===== src/design/pending_interest_table_core_macros.svh =====
// Assertion macros used by the pending interest table core.
`ifndef PENDING_INTEREST_TABLE_CORE_MACROS_SVH
`define PENDING_INTEREST_TABLE_CORE_MACROS_SVH

// Same-cycle implication, disabled while reset is asserted.
`define PIT_ASSERT_IMP(label, clk, rst_n, ante, cons, msg) \
  label: assert property (@(posedge clk) disable iff (!rst_n) (ante) |-> (cons)) \
    else $error(msg);

// Next-cycle implication, disabled while reset is asserted.
`define PIT_ASSERT_NXT(label, clk, rst_n, ante, cons, msg) \
  label: assert property (@(posedge clk) disable iff (!rst_n) (ante) |=> (cons)) \
    else $error(msg);

`endif


===== src/design/pit_pkg.sv =====
// Shared constants, codes and entry type of the pending interest table.
`timescale 1ns / 1ps
package pit_pkg;

  localparam int TABLE_DEPTH = 16;
  localparam int HASH_BYTES  = 8;

  localparam int NAME_W  = 64;
  localparam int HASH_W  = HASH_BYTES * 8;
  localparam int NONCE_W = 32;
  localparam int IP_W    = 32;
  localparam int TIME_W  = 32;
  localparam int COUNT_W = 7;
  localparam int KIND_W  = 2;
  localparam int STAT_W  = 3;

  localparam int IDX_W = (TABLE_DEPTH > 1) ? $clog2(TABLE_DEPTH) : 1;
  localparam int CNT_W = $clog2(TABLE_DEPTH + 1);

  localparam int IN_DATA_W  = ((NAME_W + NONCE_W + IP_W + TIME_W + 7) / 8) * 8;
  localparam int OUT_DATA_W = ((IP_W + COUNT_W + 7) / 8) * 8;

  typedef enum logic [KIND_W-1:0] {
    KIND_INTEREST = 2'd0,
    KIND_DATA     = 2'd1,
    KIND_SWEEP    = 2'd2
  } kind_t;

  typedef enum logic [STAT_W-1:0] {
    ST_INSERTED  = 3'd0,
    ST_DUPLICATE = 3'd1,
    ST_FULL      = 3'd2,
    ST_MATCH     = 3'd3,
    ST_NOMATCH   = 3'd4,
    ST_SWEPT     = 3'd5
  } status_t;

  typedef struct packed {
    logic [HASH_W-1:0]  hash;
    logic [NONCE_W-1:0] nonce;
    logic [IP_W-1:0]    addr;
    logic [TIME_W-1:0]  stamp;
  } entry_t;

endpackage


===== src/design/pit_ram.sv =====
// Entry payload memory: one write port, one registered read port.
`timescale 1ns / 1ps
module pit_ram (
  input  logic                    clk,
  input  logic                    wr_en,
  input  logic [pit_pkg::IDX_W-1:0] wr_addr,
  input  pit_pkg::entry_t         wr_data,
  input  logic [pit_pkg::IDX_W-1:0] rd_addr,
  output pit_pkg::entry_t         rd_data
);
  import pit_pkg::*;

  entry_t mem [TABLE_DEPTH];

  always_ff @(posedge clk) begin
    if (wr_en) begin
      mem[wr_addr] <= wr_data;
    end
  end

  always_ff @(posedge clk) begin
    rd_data <= mem[rd_addr];
  end

endmodule


===== src/design/pending_interest_table_core.sv =====
// Top level of the pending interest table: sequencer, valid bits and result register.
`timescale 1ns / 1ps
`include "pending_interest_table_core_macros.svh"
// Pending interest table. Holds TABLE_DEPTH pending interests; the hash, nonce,
// sender address and time stamp of each entry live in a synchronous memory,
// the valid bits in flip-flops cleared by reset (the table starts empty, no
// clearing pass). Each item walks the whole table through the single memory
// read port, one entry per cycle unless a stall holds the walk; a new item is
// taken only in the idle state, once the previous item is finished. A data item
// that matches several entries stalls its walk while the result register is
// still occupied by an earlier match. Kind 0 inserts an
// interest (full, duplicate or inserted into the lowest free slot), kind 1
// consumes every valid entry whose hash matches, one result each in index
// order with tlast on the final one (or a single no-match result), kind 2
// frees every entry whose wrapping age exceeds ttl_ms and reports the count.
// Kind 3 is dropped without a result. The result register decouples the two
// sides: a new item is taken while the previous result still waits.
module pending_interest_table_core (
  input  logic                          clk,
  input  logic                          rst_n,
  // configuration: ttl_ms
  input  logic                          cfg_tvalid,
  output logic                          cfg_tready,
  input  logic [pit_pkg::TIME_W-1:0]    cfg_tdata,
  // input item
  input  logic                          in_tvalid,
  output logic                          in_tready,
  input  logic [pit_pkg::IN_DATA_W-1:0] in_tdata,   // name_hash, nonce, source_ip, now_ms
  input  logic [pit_pkg::KIND_W-1:0]    in_tuser,   // kind
  // result item
  output logic                          out_tvalid,
  input  logic                          out_tready,
  output logic [pit_pkg::OUT_DATA_W-1:0] out_tdata, // dest_ip, expired_count, zero pad
  output logic [pit_pkg::STAT_W-1:0]    out_tuser,  // status
  output logic                          out_tlast   // last
);
  import pit_pkg::*;

  typedef enum logic [1:0] {
    S_IDLE,
    S_SCAN,
    S_DONE
  } state_t;

  // control state
  state_t                 state_r, state_nxt;
  logic [TABLE_DEPTH-1:0] valid_r, valid_nxt;
  logic [CNT_W-1:0]       issue_r, issue_nxt;
  logic                   p_vld_r, p_vld_nxt;
  logic [IDX_W-1:0]       p_idx_r, p_idx_nxt;
  logic                   dup_r, dup_nxt;
  logic                   pend_r, pend_nxt;
  logic [COUNT_W-1:0]     sweep_cnt_r, sweep_cnt_nxt;
  logic [TIME_W-1:0]      ttl_r, ttl_nxt;

  // captured item
  kind_t                  kind_r, kind_nxt;
  logic [HASH_W-1:0]      hash_r, hash_nxt;
  logic [NONCE_W-1:0]     nonce_r, nonce_nxt;
  logic [IP_W-1:0]        src_r, src_nxt;
  logic [TIME_W-1:0]      now_r, now_nxt;
  logic [IP_W-1:0]        pend_ip_r, pend_ip_nxt;

  // result register
  logic                   out_valid_r, out_valid_nxt;
  status_t                out_status_r, out_status_nxt;
  logic [IP_W-1:0]        out_dest_r, out_dest_nxt;
  logic [COUNT_W-1:0]     out_count_r, out_count_nxt;
  logic                   out_last_r, out_last_nxt;

  // datapath
  entry_t                 rd_q;
  entry_t                 wr_entry;
  logic [IDX_W-1:0]       rd_addr;
  logic [IDX_W-1:0]       free_idx;
  logic [TIME_W-1:0]      age;
  logic                   in_acc;
  logic                   out_free;
  logic                   ent_v;
  logic                   hash_eq;
  logic                   data_hit;
  logic                   scan_push;
  logic                   stall;
  logic                   issue_more;
  logic                   full;
  logic                   mem_we;

  assign cfg_tready = 1'b1;
  assign in_tready  = (state_r == S_IDLE);
  assign in_acc     = in_tvalid && in_tready;

  assign out_tvalid = out_valid_r;
  assign out_tuser  = out_status_r;
  assign out_tlast  = out_last_r;
  assign out_tdata  = OUT_DATA_W'({out_count_r, out_dest_r});
  assign out_free   = !out_valid_r || out_tready;

  // Evaluate the entry whose read data just came back.
  assign ent_v   = valid_r[p_idx_r];
  assign hash_eq = (rd_q.hash == hash_r);
  assign age     = now_r - rd_q.stamp;

  assign data_hit  = (state_r == S_SCAN) && p_vld_r && (kind_r == KIND_DATA) && ent_v && hash_eq;
  // A new match flushes the held match, which is then known not to be the last.
  assign scan_push = data_hit && pend_r;
  assign stall     = scan_push && !out_free;

  assign issue_more = (issue_r != CNT_W'(TABLE_DEPTH));
  // On a stall re-read the entry under evaluation so its data holds.
  assign rd_addr    = stall ? p_idx_r : issue_r[IDX_W-1:0];

  assign full = &valid_r;

  always_comb begin
    free_idx = '0;
    for (int i = TABLE_DEPTH - 1; i >= 0; i--) begin
      if (!valid_r[i]) begin
        free_idx = IDX_W'(i);
      end
    end
  end

  assign mem_we = (state_r == S_DONE) && out_free && (kind_r == KIND_INTEREST) &&
                  !full && !dup_r;

  assign wr_entry.hash  = hash_r;
  assign wr_entry.nonce = nonce_r;
  assign wr_entry.addr  = src_r;
  assign wr_entry.stamp = now_r;

  pit_ram u_ram (
    .clk     (clk),
    .wr_en   (mem_we),
    .wr_addr (free_idx),
    .wr_data (wr_entry),
    .rd_addr (rd_addr),
    .rd_data (rd_q)
  );

  always_comb begin
    state_nxt      = state_r;
    valid_nxt      = valid_r;
    issue_nxt      = issue_r;
    p_vld_nxt      = p_vld_r;
    p_idx_nxt      = p_idx_r;
    dup_nxt        = dup_r;
    pend_nxt       = pend_r;
    pend_ip_nxt    = pend_ip_r;
    sweep_cnt_nxt  = sweep_cnt_r;
    ttl_nxt        = ttl_r;
    kind_nxt       = kind_r;
    hash_nxt       = hash_r;
    nonce_nxt      = nonce_r;
    src_nxt        = src_r;
    now_nxt        = now_r;
    out_valid_nxt  = out_valid_r;
    out_status_nxt = out_status_r;
    out_dest_nxt   = out_dest_r;
    out_count_nxt  = out_count_r;
    out_last_nxt   = out_last_r;

    if (cfg_tvalid && cfg_tready) begin
      ttl_nxt = cfg_tdata;
    end

    // drop the result once taken; a push below overrides
    if (out_valid_r && out_tready) begin
      out_valid_nxt = 1'b0;
    end

    unique case (state_r)
      S_IDLE: begin
        if (in_acc) begin
          kind_nxt      = kind_t'(in_tuser);
          hash_nxt      = in_tdata[HASH_W-1:0];
          nonce_nxt     = in_tdata[NAME_W +: NONCE_W];
          src_nxt       = in_tdata[NAME_W + NONCE_W +: IP_W];
          now_nxt       = in_tdata[NAME_W + NONCE_W + IP_W +: TIME_W];
          issue_nxt     = '0;
          p_vld_nxt     = 1'b0;
          dup_nxt       = 1'b0;
          pend_nxt      = 1'b0;
          sweep_cnt_nxt = '0;
          // kind 3 stays idle: no walk, no result
          if (in_tuser == KIND_INTEREST || in_tuser == KIND_DATA ||
              in_tuser == KIND_SWEEP) begin
            state_nxt = S_SCAN;
          end
        end
      end

      S_SCAN: begin
        if (!stall) begin
          if (p_vld_r) begin
            unique case (kind_r)
              KIND_INTEREST: begin
                if (ent_v && hash_eq && (rd_q.nonce == nonce_r)) begin
                  dup_nxt = 1'b1;
                end
              end
              KIND_DATA: begin
                if (data_hit) begin
                  valid_nxt[p_idx_r] = 1'b0;
                  pend_nxt           = 1'b1;
                  pend_ip_nxt        = rd_q.addr;
                end
              end
              KIND_SWEEP: begin
                if (ent_v && (age > ttl_r)) begin
                  valid_nxt[p_idx_r] = 1'b0;
                  sweep_cnt_nxt      = sweep_cnt_r + COUNT_W'(1);
                end
              end
              default: begin
              end
            endcase
          end
          if (issue_more) begin
            p_vld_nxt = 1'b1;
            p_idx_nxt = issue_r[IDX_W-1:0];
            issue_nxt = issue_r + CNT_W'(1);
          end else begin
            p_vld_nxt = 1'b0;
            // last entry evaluated this cycle: report next
            state_nxt = S_DONE;
          end
        end
        if (scan_push && out_free) begin
          out_valid_nxt  = 1'b1;
          out_status_nxt = ST_MATCH;
          out_dest_nxt   = pend_ip_r;
          out_count_nxt  = '0;
          out_last_nxt   = 1'b0;
        end
      end

      S_DONE: begin
        if (out_free) begin
          out_valid_nxt = 1'b1;
          out_dest_nxt  = '0;
          out_count_nxt = '0;
          out_last_nxt  = 1'b1;
          unique case (kind_r)
            KIND_INTEREST: begin
              // full wins over duplicate
              if (full) begin
                out_status_nxt = ST_FULL;
              end else if (dup_r) begin
                out_status_nxt = ST_DUPLICATE;
              end else begin
                out_status_nxt      = ST_INSERTED;
                valid_nxt[free_idx] = 1'b1;
              end
            end
            KIND_DATA: begin
              if (pend_r) begin
                out_status_nxt = ST_MATCH;
                out_dest_nxt   = pend_ip_r;
              end else begin
                out_status_nxt = ST_NOMATCH;
              end
            end
            KIND_SWEEP: begin
              out_status_nxt = ST_SWEPT;
              out_count_nxt  = sweep_cnt_r;
            end
            default: begin
              out_valid_nxt = 1'b0;
            end
          endcase
          state_nxt = S_IDLE;
        end
      end

      default: begin
        state_nxt = S_IDLE;
      end
    endcase
  end

  always_ff @(posedge clk) begin
    if (!rst_n) begin
      state_r     <= S_IDLE;
      valid_r     <= '0;
      p_vld_r     <= 1'b0;
      issue_r     <= '0;
      out_valid_r <= 1'b0;
      ttl_r       <= TIME_W'(1000);
    end else begin
      state_r     <= state_nxt;
      valid_r     <= valid_nxt;
      p_vld_r     <= p_vld_nxt;
      issue_r     <= issue_nxt;
      out_valid_r <= out_valid_nxt;
      ttl_r       <= ttl_nxt;
    end
  end

  always_ff @(posedge clk) begin
    p_idx_r      <= p_idx_nxt;
    dup_r        <= dup_nxt;
    pend_r       <= pend_nxt;
    pend_ip_r    <= pend_ip_nxt;
    sweep_cnt_r  <= sweep_cnt_nxt;
    kind_r       <= kind_nxt;
    hash_r       <= hash_nxt;
    nonce_r      <= nonce_nxt;
    src_r        <= src_nxt;
    now_r        <= now_nxt;
    out_status_r <= out_status_nxt;
    out_dest_r   <= out_dest_nxt;
    out_count_r  <= out_count_nxt;
    out_last_r   <= out_last_nxt;
  end

  // No read in flight while waiting for an item.
  `PIT_ASSERT_IMP(a_idle_no_read, clk, rst_n, state_r == S_IDLE, !p_vld_r, "read in flight while idle")
  // An insert only ever lands in a free slot of a table that is not full.
  `PIT_ASSERT_IMP(a_write_free_slot, clk, rst_n, mem_we, !valid_r[free_idx] && !full, "insert into occupied slot")
  // The inserted slot is valid after the write.
  `PIT_ASSERT_NXT(a_insert_valid, clk, rst_n, mem_we, valid_r[$past(free_idx)], "inserted slot not valid")
  // Mid-walk results come only from a data item holding an earlier match.
  `PIT_ASSERT_IMP(a_scan_push_data, clk, rst_n, scan_push, kind_r == KIND_DATA && pend_r, "stray match result")
  // A sweep never frees more entries than the table holds.
  `PIT_ASSERT_IMP(a_sweep_bound, clk, rst_n, state_r == S_DONE && kind_r == KIND_SWEEP, sweep_cnt_r <= COUNT_W'(TABLE_DEPTH), "sweep count too large")

endmodule

===== config.mk =====
export PLATFORM = sky130hd
export DESIGN_NAME = pending_interest_table_core
export DESIGN_NICKNAME = d
export VERILOG_FILES = /design/src/design/pit_pkg.sv /design/src/design/pit_ram.sv /design/src/design/pending_interest_table_core.sv
export VERILOG_INCLUDE_DIRS = /design/src /design/src/design
export SDC_FILE = /design/constraint.sdc
export NUM_CORES = 2
export LEC_CHECK = 0
export ABC_CLOCK_PERIOD_IN_PS = 16140
export BUFFER_PORTS_ARGS = -buffer_cell sky130_fd_sc_hd__buf_2
export CAP_MARGIN = 25
export CORE_UTILIZATION = 40
export DETAILED_ROUTE_END_ITERATION = 16
export PLACE_DENSITY = 0.68
export REMOVE_ABC_BUFFERS = 1
export SKIP_CTS_REPAIR_TIMING = 1
export SYNTH_ARGS = -nofsm -noshare
export SYNTH_HDL_FRONTEND = slang
export SYNTH_HIERARCHICAL = 1
export SYNTH_SLANG_ARGS = --single-unit

===== constraint.sdc =====
create_clock -name clk -period 16.14 [get_ports clk]
set_input_delay 4.035 -clock clk [delete_from_list [all_inputs] [get_ports clk]]
set_output_delay 4.035 -clock clk [all_outputs]
set_load 0.005 [all_outputs]

==> flow_summary.toml <==
[logic_synthesis]
ys_ff_latch = 3027
synthAdderAreaFrac = 0.008188
async_flop_share = 0
synth_warnings = 6
syn_area_um2 = 114000
yosys.area_share.simple = 0.02303
synth-edff-count = 2810
syn-mean-instance-area_um2 = 21.24
synth_area_leaders = "edfxtp_1 74%, mux4_2 12%, dfxtp_1 3.8%"
yosysSeqAreaShare = 0.7783
synth_compound_area_frac = 0.03352
synthCells = 5368
synth-xor-area-share = 0.009988
synth_top_area_share = 0.7402
synth_top_family_by_area = "multiplexers"
yosys.area.top_type = "edfxtp_1"
synth_mux_area_frac = 0.1323
synthFlopType = "edfxtp_1"
post_synth_num_cell_types = 71

[die]
fp-row-count = 195
dieArea_um2 = 287100
core-area_um2 = 282800
die_y_um = 535.9
start_util = 0.4031
die_w_um = 535.9
io_pins = 246

[global_routing]
grt_pass1_vias = 55110
antenna_found_initial = 26
grt_pass1_wl_mm = 384.7
grt_usage = 0.1838
grt_max_degree = 126
grt_overflow = 0

[timing]
fin_crit_ns = 7.818
fin_tns_setup_ns = 0
rsz0062_at_grt = "false"
slew_headroom = 0.2667
tightest_slew_ns = 1.100
final.period_utilization = 0.4844
fmaxAchievable_mhz = 127.9
skew_ns = 0.08516
drv_slew = 0
finalSetupViolCount = 0
fin_hold_ws_ns = 0.4047
finalHoldViolCount = 0

[drt]
viasPerCell = 5.639
route.detailed.drc = 0
detail_route.wirelength_mm = 267.3
wl_per_cell_um = 27.38
vias = 55050
ant_nets = 0
first_iter_violations = 6266
first_pass_iters = 5

[power_and_ir_drop]
power_frac_seq = 0.523
comb_power_share = 0.107
p_clk_frac = 0.371
p_leak_nw = 40.66
p_per_area_nw_per_um2 = 143.6
p_sw_mw = 4.469
internal_power_mw = 14.14
ir_worst_vdd_mv = 0.08249
switching_share = 0.2402

[clock_tree]
clk_latency_ns = 0.88
clkTransAtPathRegs_ns = 0.06
cts_buffer_depth = 4
clock-root-buffer = "clkbuf_16"
cts.sinks = 3027
h-tree-depth = 5
tritoncts = "yes"
cts_buffers = 299

[place]
io_buffers = 243
place.gp.congestion = 0.7995
dp_cells = 9217
dpl.hpwl_mm = 140.4
placed_area_um2 = 119800

[final_layout]
stdcell_area_um2 = 129600
drive_gt1_frac = 0.2549
multiInputGateArea_um2 = 23840
nFillCells = 23060
finish.utilization = 0.4582
seq_area_um2 = 88730
fin_nets = 6051
area_delta_synth_final_pct = 13.66
final_cells = 9762

[critical_path]
cp.arrival_ns = 8.52
start_kind = "input pin"
path_max_fanout = 66
cp_data_required_time_ns = 16.84
rrSetupSlack_ns = 8.58
end_kind = "register"
path_class = "in -> reg"

[status]
status = "finished clean"

[hold_path]
hp-class = "reg -> reg"

[job]
drv_cap = 0
## state kept, by name, indices dropped and copies added, names as in the netlist
| signal | count |
|---|---|
| out_tuser | 3 |
| issue_r | 5 |
| out_count_r | 7 |
| nonce_r | 32 |
| valid_r | 16 |
| pend_r | 1 |
| pend_ip_r | 32 |
| u_ram/mem | 2560 |
| state_r | 2 |
| p_vld_r | 1 |
| dup_r | 1 |
| out_tlast | 1 |
| out_dest_r | 32 |
| ttl_r | 32 |
| src_r | 32 |
| p_idx_r | 4 |
| hash_r | 64 |
| u_ram/rd_data | 160 |
| sweep_cnt_r | 7 |
| now_r | 32 |
| out_tvalid | 1 |
| kind_r | 2 |
## worst max-delay path, cell delays in order
cell	delay [ns]
buf_2	0.10
nand2b_1	0.21
nor2_1	0.23
nand4_1	0.46
mux2_8	0.85
buf_4	0.67
buf_4	0.71
nand2b_1	0.41
buf_4	0.39
o221ai_1	0.24
o21ai_0	0.12
## cells in the final DEF (no fill, tap or decap), drive strengths merged, types with 12 or more instances in the layout
master    count
a21o         21
a21oi        51
a221oi       21
a22oi       263
and2         12
and3         16
buf         363
bufinv       25
clkbuf      402
clkinv       87
clkinvlp     14
dfxtp       217
edfxtp     2810
ha           73
inv          97
mux2        104
mux2i        58
mux4        592
nand2       159
nand2b       32
nand3        23
nand4        29
nor2         68
nor2b       107
nor3         14
nor4         20
o211ai       14
o21a         12
o21ai        56
o221ai       33
xnor2        56
xor2         74
## final cells by class
type | instances | area share
diodes | 5 | 0.00009656
multi-input cells | 1999 | 0.1840
flip-flops and latches | 3027 | 0.6847
inverters | 88 | 0.002549
clock inverters | 135 | 0.01142
clock buffers | 402 | 0.06332
repair buffers | 363 | 0.01771
well taps | 3743 | 0.03614
## per-layer routing
| layer | routed length, µm | share of wire | vias to the layer above | track usage |
|---|---|---|---|---|
| li1 | - | - | 22990 | - |
| met1 | 113700 | 0.43 | 29270 | 0.2649 |
| met2 | 124200 | 0.46 | 2411 | 0.2856 |
| met3 | 23020 | 0.086 | 383 | 0.03862 |
| met4 | 6298 | 0.024 | 4 | 0.04487 |
| met5 | 25 | 0.000094 | - | 0 |
## cells in the mapped netlist (6+ instances only)
library cell     n
edfxtp_1      2810
mux4_2         592
a22oi_1        263
dfxtp_1        217
nand2_1        159
clkbuf_1       115
nor2b_1        107
mux2_2         104
inv_1           88
xor2_1          74
ha_1            73
nor2_1          68
buf_2           66
mux2i_1         58
xnor2_1         56
a21oi_1         51
o21ai_0         50
o221ai_1        33
nand2b_1        32
nand4_1         29
buf_4           27
buf_6           26
nand3_1         23
a21o_1          21
a221oi_1        21
buf_1           20
nor4_1          20
and3_1          16
nor3_1          14
o211ai_1        14
and2_1          12
o21a_1          12
and4b_1          7
a211oi_1         6
o21ai_1          6
o22a_1           6
o22ai_1          6
## power groups by stage
| stage | Combinational (mW) | Sequential (mW) | Clock [mW] |
|---|---|---|---|
| 3_5_place_dp | 2.00 | 9.89 | 0 |
| 3_3_place_gp | 1.97 | 9.85 | 0 |
| 2_1_floorplan | 1.86 | 9.73 | 0 |
| 5_1_grt | 2.17 | 9.79 | 7.29 |
| 4_1_cts | 2.01 | 9.73 | 7.01 |
| 6_report | 1.99 | 9.72 | 6.89 |
## cell families after synthesis
group / count (synthesis)
mux: 754
other cells: 2
fa+ha+maj: 74
compound gates: 530
buf+inv: 342
xor+xnor: 130
flops: 3027
simple gates: 509
## per-stage QoR
step	setup slack (ns)	power (mW)
after floorplan	-6.087	11.59
after global placement	7.256	11.82
after detailed placement	7.175	11.89
after CTS	8.070	18.75
after global routing	8.013	19.26
final	8.322	18.60
## path summary, 6_finish.rpt
path / end / from / cells past startpoint
max reg2reg: u_ram/rd_data[46] / hash_r[60] / 13
max: u_ram/rd_data[46] / out_tready / 11
min: pend_ip_r[20] / u_ram/rd_data[52] / 0
min reg2reg: pend_ip_r[20] / u_ram/rd_data[52] / 0
Power figures use the tool's default switching activity.
